### src/sv/vsgqm_ram.sv
// Generic single-port-write, single-read RAM with registered read data.
module vsgqm_ram #(
  parameter int unsigned Width = 8,
  parameter int unsigned Depth = 32
) (
  input  logic                     clk_i,
  input  logic                     we_i,
  input  logic [$clog2(Depth)-1:0] waddr_i,
  input  logic [Width-1:0]         wdata_i,
  input  logic [$clog2(Depth)-1:0] raddr_i,
  output logic [Width-1:0]         rdata_o
);
  logic [Width-1:0] mem [Depth];

  always_ff @(posedge clk_i) begin
    if (we_i) begin
      mem[waddr_i] <= wdata_i;
    end
    rdata_o <= mem[raddr_i];
  end
endmodule

### config.mk
export PLATFORM = sky130hd
export DESIGN_NAME = vsgqm_ram
export DESIGN_NICKNAME = d
export VERILOG_FILES = /design/src/sv/vsgqm_ram.sv
export SDC_FILE = /design/constraint.sdc
export NUM_CORES = 1
export LEC_CHECK = 0
export BUFFER_PORTS_ARGS = -buffer_cell sky130_fd_sc_hd__buf_4
export CAP_MARGIN = 20
export CORE_ASPECT_RATIO = 1.25
export CORE_MARGIN = 10
export CORE_UTILIZATION = 30
export DETAILED_ROUTE_END_ITERATION = 6
export SLEW_MARGIN = 20
export SYNTH_ARGS = -nofsm -noshare
export SYNTH_HDL_FRONTEND = slang
export SYNTH_SLANG_ARGS = --single-unit
### constraint.sdc
create_clock -name clk_i -period 2.85 [get_ports clk_i]
set_clock_uncertainty 0.05 [all_clocks]
set_input_delay 0.57 -clock clk_i [delete_from_list [all_inputs] [get_ports clk_i]]
set_output_delay 0.57 -clock clk_i [all_outputs]
set_load 0.02 [all_outputs]
==> results.py, run 1 <==
metrics = {
    "outcome": {
        "result_of_the_run": "completed",
    },
    "critical_path": {
        "cp.arrival_ns": 2.47,
        "critical_path.max_fanout": 25,
        "kind_of_start_point_of_the_critical_path": "input port",
        "worst_ep_required_time_ns": 3.20,
        "crit_path_end_kind": "register",
        "category_of_the_critical_setup_timing_path": "input port to register",
    },
    "power_and_ir_drop": {
        "max-vdd-ir-drop_mv": 0.5113,
        "power.leakage_nw": 3.739,
        "power_density_mw_per_mm2": 684.6,
    },
    "yosys": {
        "syn-cell-area_sq_mm": 0.01005,
        "syn-mean-instance-area_sq_um": 24.11,
        "post_synth_main_area_contributors": "edfxtp_1, mux4_2, dfxtp_1",
        "post-synth-top-area-cell": "edfxtp_1",
        "syn-num-nets": 437,
        "synth-seq-area-share_pct": 78.06,
        "netlist.area_leader.share_pct": 76.47,
        "synthesis.instances": 417,
        "ys.warnings.count": 0,
        "post_synth_num_cell_types": 15,
        "ys_seq_elements": 264,
    },
    "min_path": {
        "worstHoldPathType": "input port to register",
    },
    "final_layout": {
        "post-route-util_pct": 36.06,
        "n_antenna_cell": 0,
        "finalNetCount": 509,
        "most-common-layout-cells": "edfxtp_1, mux4_2, buf_4, nor2_1, clkbuf_16",
        "synthToLayoutAreaGrowth_pct": 17.88,
        "layout_commonest_cell": "edfxtp_1",
        "final_cells": 923,
        "fillCellCount": 2901,
        "fraction_of_layout_instances_using_a_drive_strength_above_1_pct": 38.61,
    },
    "clock_network": {
        "clock_tree.buffer_depth": 3,
        "post_cts_resize_count": 0,
        "cts_tree": "yes",
        "cts.hold.buffers_added": 0,
        "clk_transition_reported_paths_ns": 0.07,
        "post_cts.repair.setup_buffers": 0,
        "cts.sinks": 264,
        "cts_made_buffers": 23,
        "cts-root-buf": "clkbuf_16",
        "htree_num_levels": 1,
        "clock_latency_ns": 0.51,
    },
    "sta": {
        "timing_max_transition_violations_final": 0,
        "fin_crit_sh_pct": 74.42,
        "hold_viol_final": 0,
        "min_period_ns": 2.121,
        "hold-worst-slack_ns": 0.3748,
        "maxSlewHeadroom_pct": 63.88,
        "grt_setup_unrepaired": "false",
        "clock.fmax_mhz": 471.5,
        "setup_viol": 0,
        "worst-slew-pin-transition_ns": 0.5397,
        "totalNegativeSetupSlack_ns": 0,
    },
    "floorplan": {
        "die-area_sq_mm": 0.04128,
        "dieHeight_um": 224.7,
        "effective_utilization_at_floorplan_pct": 30.59,
        "die_w_um": 183.7,
        "core-area_sq_mm": 0.03287,
        "design.portCount": 28,
        "fp-row-count": 74,
    },
    "global_routing": {
        "grt.total_usage_pct": 10.40,
        "first_global_vias": 4844,
        "antenna_violations_before_repair": 1,
        "global_route.overflow_total": 0,
        "grt_max_degree": 39,
        "global_route_wire_length_before_repair_um": 32330,
    },
    "placement": {
        "dp.cells": 882,
        "place_hpwl_um": 14210,
        "gp_congestion": 0.7725,
        "placement.io_buffers": 27,
    },
    "detailed_routing": {
        "post_drt_via_cell_ratio": 4.853,
        "first_pass_iters": 5,
        "num_vias": 4479,
        "detail_route.iter0.violations": 361,
        "post-route-drc-count": 0,
        "wire_per_inst_um": 23.11,
        "wirelength_um": 21330,
        "drtAntennaViolNets": 0,
    },
    "run": {
        "max_cap_viol_count": 0,
    },
}
-- sequential cells by signal, indices dropped and copies added, names as in the netlist --
register / count
rdata_o: 8
mem: 256
-- critical path, stage by stage --
cell and delay, ns:
buf_4 0.21, buf_12 0.26, mux4_2 0.56, mux4_2 0.54, mux2_2 0.29
-- cells in the mapped netlist, drive strengths merged --
cell type / n
or3b: 3
edfxtp: 256
clkbuf: 6
buf: 14
mux2: 8
nand2: 1
dfxtp: 8
nand3b: 5
nor2: 33
nand3: 2
or3: 1
mux4: 80
-- per-layer routing --
| metal | vias up | GRT usage [%] | wire length, um |
|---|---|---|---|
| li1 | 1912 | - | - |
| met1 | 2425 | 12.62 | 8410 |
| met2 | 111 | 18.47 | 11330 |
| met3 | 29 | 1.903 | 1207 |
| met4 | 2 | 2.965 | 365 |
| met5 | - | 0 | 13 |
-- area by class of cell --
type	instances	area, sq um	share of cell area [%]
flip-flops and latches	264	7848	66.22
multi-input cells	133	2100	17.72
clock buffers	27	620.6	5.236
repair buffers	67	565.5	4.772
well taps	418	523.0	4.413
clock inverters	14	195.2	1.647
-- worst paths after layout --
check	start	end	slack [ns]	cells past startpoint
hold reg to reg	mem[7][6]	rdata_o[6]	0.87	3
setup / recovery	raddr_i[0]	rdata_o[7]	0.73	5
hold / removal	raddr_i[3]	rdata_o[5]	0.37	2
setup reg to reg	mem[11][4]	rdata_o[4]	0.98	3
-- through the flow --
stage / total power (W) / area, sq um / worst slack (ns)
global placement: 0.004871 / 11040 / 0.1810
global route: 0.008379 / 11850 / 0.6731
floorplan: 0.004660 / 10050 / 0.4276
CTS: 0.008206 / 11850 / 0.6969
detailed placement: 0.004881 / 11040 / 0.1688
finish: 0.008113 / 11850 / 0.7291
-- power breakdown --
group / total (W) / internal [W] / switching (W) / leakage, nW
Clock: 0.00333 / 0.00201 / 0.00132 / 0.406
Combinational: 0.000450 / 0.000204 / 0.000246 / 0.960
Sequential: 0.00433 / 0.00431 / 0.0000188 / 2.37
-- kinds of logic (layout without fill, tap and decap cells) --
logic type,after synthesis,in the layout,synth area share (%)
DFF,264,264,78.06
muxes,88,88,18.82
and+or+nand+nor,45,45,2.066
buffers and inverters,20,108,1.058
(Power assumes the default switching activity.)
==> run 2, diff against run 1 <==
--- a/config.mk
+++ b/config.mk
@@ -5,6 +5,7 @@
 export SDC_FILE = /design/constraint.sdc
 export NUM_CORES = 1
 export LEC_CHECK = 0
+export ABC_AREA = 1
 export BUFFER_PORTS_ARGS = -buffer_cell sky130_fd_sc_hd__buf_4
 export CAP_MARGIN = 20
 export CORE_ASPECT_RATIO = 1.25
==> constraint.sdc (replaced) <==
create_clock -name clk_i -period 2.09 [get_ports clk_i]
set_clock_uncertainty 0.05 [all_clocks]
set_input_delay 0.418 -clock clk_i [delete_from_list [all_inputs] [get_ports clk_i]]
set_output_delay 0.418 -clock clk_i [all_outputs]
set_load 0.02 [all_outputs]
==> run 2 against run 1 <==
Sequential cell count unchanged. Via count rose by 54%. Critical path depth shrank 4. Synthesized area grew 7.3%. Final cell count increased by 59%. First-iteration DRC count is 53% higher. Setup slack lost 0.21 ns. Hold slack worse by 0.20 ns. Clock power rose by 25%. Die area grew 6.6%. Combinational power is 69% higher. Critical endpoint is now rdata_o[4]. Largest power group unchanged.
==> results.py, run 2 <==
metrics = {
    "power_and_ir_drop": {
        "max-vdd-ir-drop_mv": 0.3043,
        "power.leakage_nw": 4.577,
        "power_density_mw_per_mm2": 871.3,
    },
    "final_layout": {
        "fraction_of_layout_instances_using_a_drive_strength_above_1_pct": 11.57,
        "synthToLayoutAreaGrowth_pct": 15.13,
        "fillCellCount": 3512,
        "layout_commonest_cell": "nand2_1",
        "seq_area_sq_mm": 0.007848,
        "largest_register_ff_count": 256,
        "multi_input_area_sq_mm": 0.002492,
        "most-common-layout-cells": "nand2_1, edfxtp_1, nand3_1, buf_4, nor2_1",
        "reg.largest.list": "mem: 256 flops, rdata_o: 8 flops",
        "n_antenna_cell": 0,
        "final_cells": 1468,
        "largest_register": "mem",
        "finalNetCount": 997,
    },
    "yosys": {
        "syn-cell-area_sq_mm": 0.01079,
        "post_synth_main_area_contributors": "edfxtp_1, nand2_1, nand3_1",
        "synthMostInstantiatedCell": "nand2_1",
        "number_of_flops_mapped_to_enable_cells_by_yosys": 256,
        "synth-seq-area-share_pct": 72.75,
        "post_synth_most_frequent_cells": "nand2_1, edfxtp_1, nand3_1",
        "syn-mean-instance-area_sq_um": 11.70,
        "netlist.area_leader.share_pct": 71.27,
        "ys_seq_elements": 264,
        "synth-main-ff-cell": "edfxtp_1",
        "syn-num-nets": 942,
        "ys_async_sr_fraction_pct": 0,
        "post-synth-top-area-cell": "edfxtp_1",
        "ys.warnings.count": 0,
        "post_synth_num_cell_types": 12,
        "synthesis.instances": 922,
    },
    "detailed_routing": {
        "post-route-drc-count": 0,
        "wire_per_inst_um": 17.70,
        "dr.max_layer_used": "met4",
        "detailed_route_wire_length_on_metal_1_um": 11200,
        "num_vias": 6914,
        "wirelength_um": 25990,
        "post_drt_via_cell_ratio": 4.710,
        "drtAntennaViolNets": 0,
        "detail_route.iter0.violations": 552,
        "wl_met2_um": 12800,
        "met3_length_um": 1319,
        "first_pass_iters": 5,
    },
    "floorplan": {
        "die_w_um": 189.6,
        "effective_utilization_at_floorplan_pct": 30.42,
        "fp-row-count": 77,
        "core-area_sq_mm": 0.03545,
        "die-area_sq_mm": 0.04399,
        "design.portCount": 28,
        "dieHeight_um": 232,
    },
    "critical_path": {
        "kind_of_start_point_of_the_critical_path": "register",
        "critPathSlowestCell": "dfxtp_1",
        "critical_path.max_fanout": 1,
        "worstPathCellList": "buf_4",
        "worst-path-buf-inv": 1,
        "worst_ep_required_time_ns": 1.62,
        "max_stage_delay_ns": 0.40,
        "crit_path_end_kind": "output port",
        "cp.arrival_ns": 1.10,
        "worst_r2r_startpoint": "mem[9][4]",
        "timing.critical_path.max_delay_family": "flip-flops",
        "timing.critical_path.from": "rdata_o[4]",
        "category_of_the_critical_setup_timing_path": "register to output port",
    },
    "sta": {
        "fin_crit_sh_pct": 75.20,
        "worst-slew-pin-transition_ns": 0.6341,
        "timing_max_transition_violations_final": 0,
        "hold_viol_final": 0,
        "min_period_ns": 1.572,
        "maxSlewHeadroom_pct": 57.68,
        "grt_setup_unrepaired": "false",
        "hold-worst-slack_ns": 0.1741,
        "setup_viol": 0,
        "clock.fmax_mhz": 636.3,
        "totalNegativeSetupSlack_ns": 0,
    },
    "clock_network": {
        "cts-root-buf": "clkbuf_16",
        "post_cts.repair.setup_buffers": 0,
        "cts_tree": "yes",
        "cts.hold.buffers_added": 0,
        "clock_latency_ns": 0.52,
        "cts_made_buffers": 25,
        "htree_num_levels": 1,
        "post_cts_resize_count": 0,
        "clock_tree.buffer_depth": 3,
        "cts.sinks": 264,
        "clk_transition_reported_paths_ns": 0.06,
    },
    "placement": {
        "dp.cells": 1424,
        "place_hpwl_um": 15850,
        "placement.io_buffers": 27,
        "gp_congestion": 0.7775,
    },
    "global_routing": {
        "global_route.overflow_total": 0,
        "antenna_violations_before_repair": 0,
        "grt_max_degree": 49,
        "grt.total_usage_pct": 11.57,
        "global_route_wire_length_before_repair_um": 39820,
        "first_global_vias": 6822,
    },
    "min_path": {
        "worstHoldPathType": "input port to register",
        "hold_path.startpoint": "raddr_i[4]",
    },
    "run": {
        "max_cap_viol_count": 0,
    },
    "outcome": {
        "result_of_the_run": "completed",
    },
}
run 2: per-stage QoR:
| step | utilization, % | area (sq um) | power, W | setup slack [ns] |
|---|---|---|---|---|
| 3_5_place_dp | 32.92 | 11670 | 0.006795 | 0.1176 |
| 3_3_place_gp | 32.92 | 11670 | 0.006782 | 0.1064 |
| 5_1_grt | 35.03 | 12420 | 0.01118 | 0.4797 |
| 4_1_cts | 35.03 | 12420 | 0.01090 | 0.5128 |
| 6_report | 35.03 | 12420 | 0.01082 | 0.5183 |
| 2_1_floorplan | - | 10790 | 0.006460 | 0.5880 |
run 2: cell type report:
class | count | area share (%)
Inverter | 10 | 0.3123
Timing Repair Buffer | 80 | 5.642
Tap cell | 474 | 4.776
Sequential cell | 264 | 63.19
Clock buffer | 36 | 5.693
Multi-Input combinational cell | 596 | 20.07
Clock inverter | 8 | 0.3123
run 2: where the power goes:
| part | total, W | leakage [nW] | internal [W] | switching, W |
|---|---|---|---|---|
| Sequential | 0.00591 | 2.37 | 0.00588 | 0.0000276 |
| Clock | 0.00415 | 0.368 | 0.00234 | 0.00181 |
| Combinational | 0.000760 | 1.84 | 0.000229 | 0.000531 |
run 2: metal layers:
metal / vias to the layer above / global-route usage (%)
li1: 3301 / -
met1: 3400 / 14.78
met2: 170 / 19.76
met3: 43 / 1.547
met4: 0 / 3.900
met5: - / 0
run 2: kinds of logic after synthesis:
logic type             count (synthesis)  share of synthesized area (%)
flip-flops                           264                          72.75
AND/OR/NAND/NOR                      596                          23.11
buffers and inverters                 62                          4.141
run 2: path summary, 6_finish.rpt:
| path | slack (ns) | cells past startpoint | to |
|---|---|---|---|
| worst max-delay path | 0.52 | 1 | rdata_o[4] |
| worst min-delay path | 0.17 | 3 | rdata_o[4] |
| worst max register to register | 0.86 | 8 | rdata_o[4] |
| worst min register to register | 0.71 | 8 | rdata_o[6] |
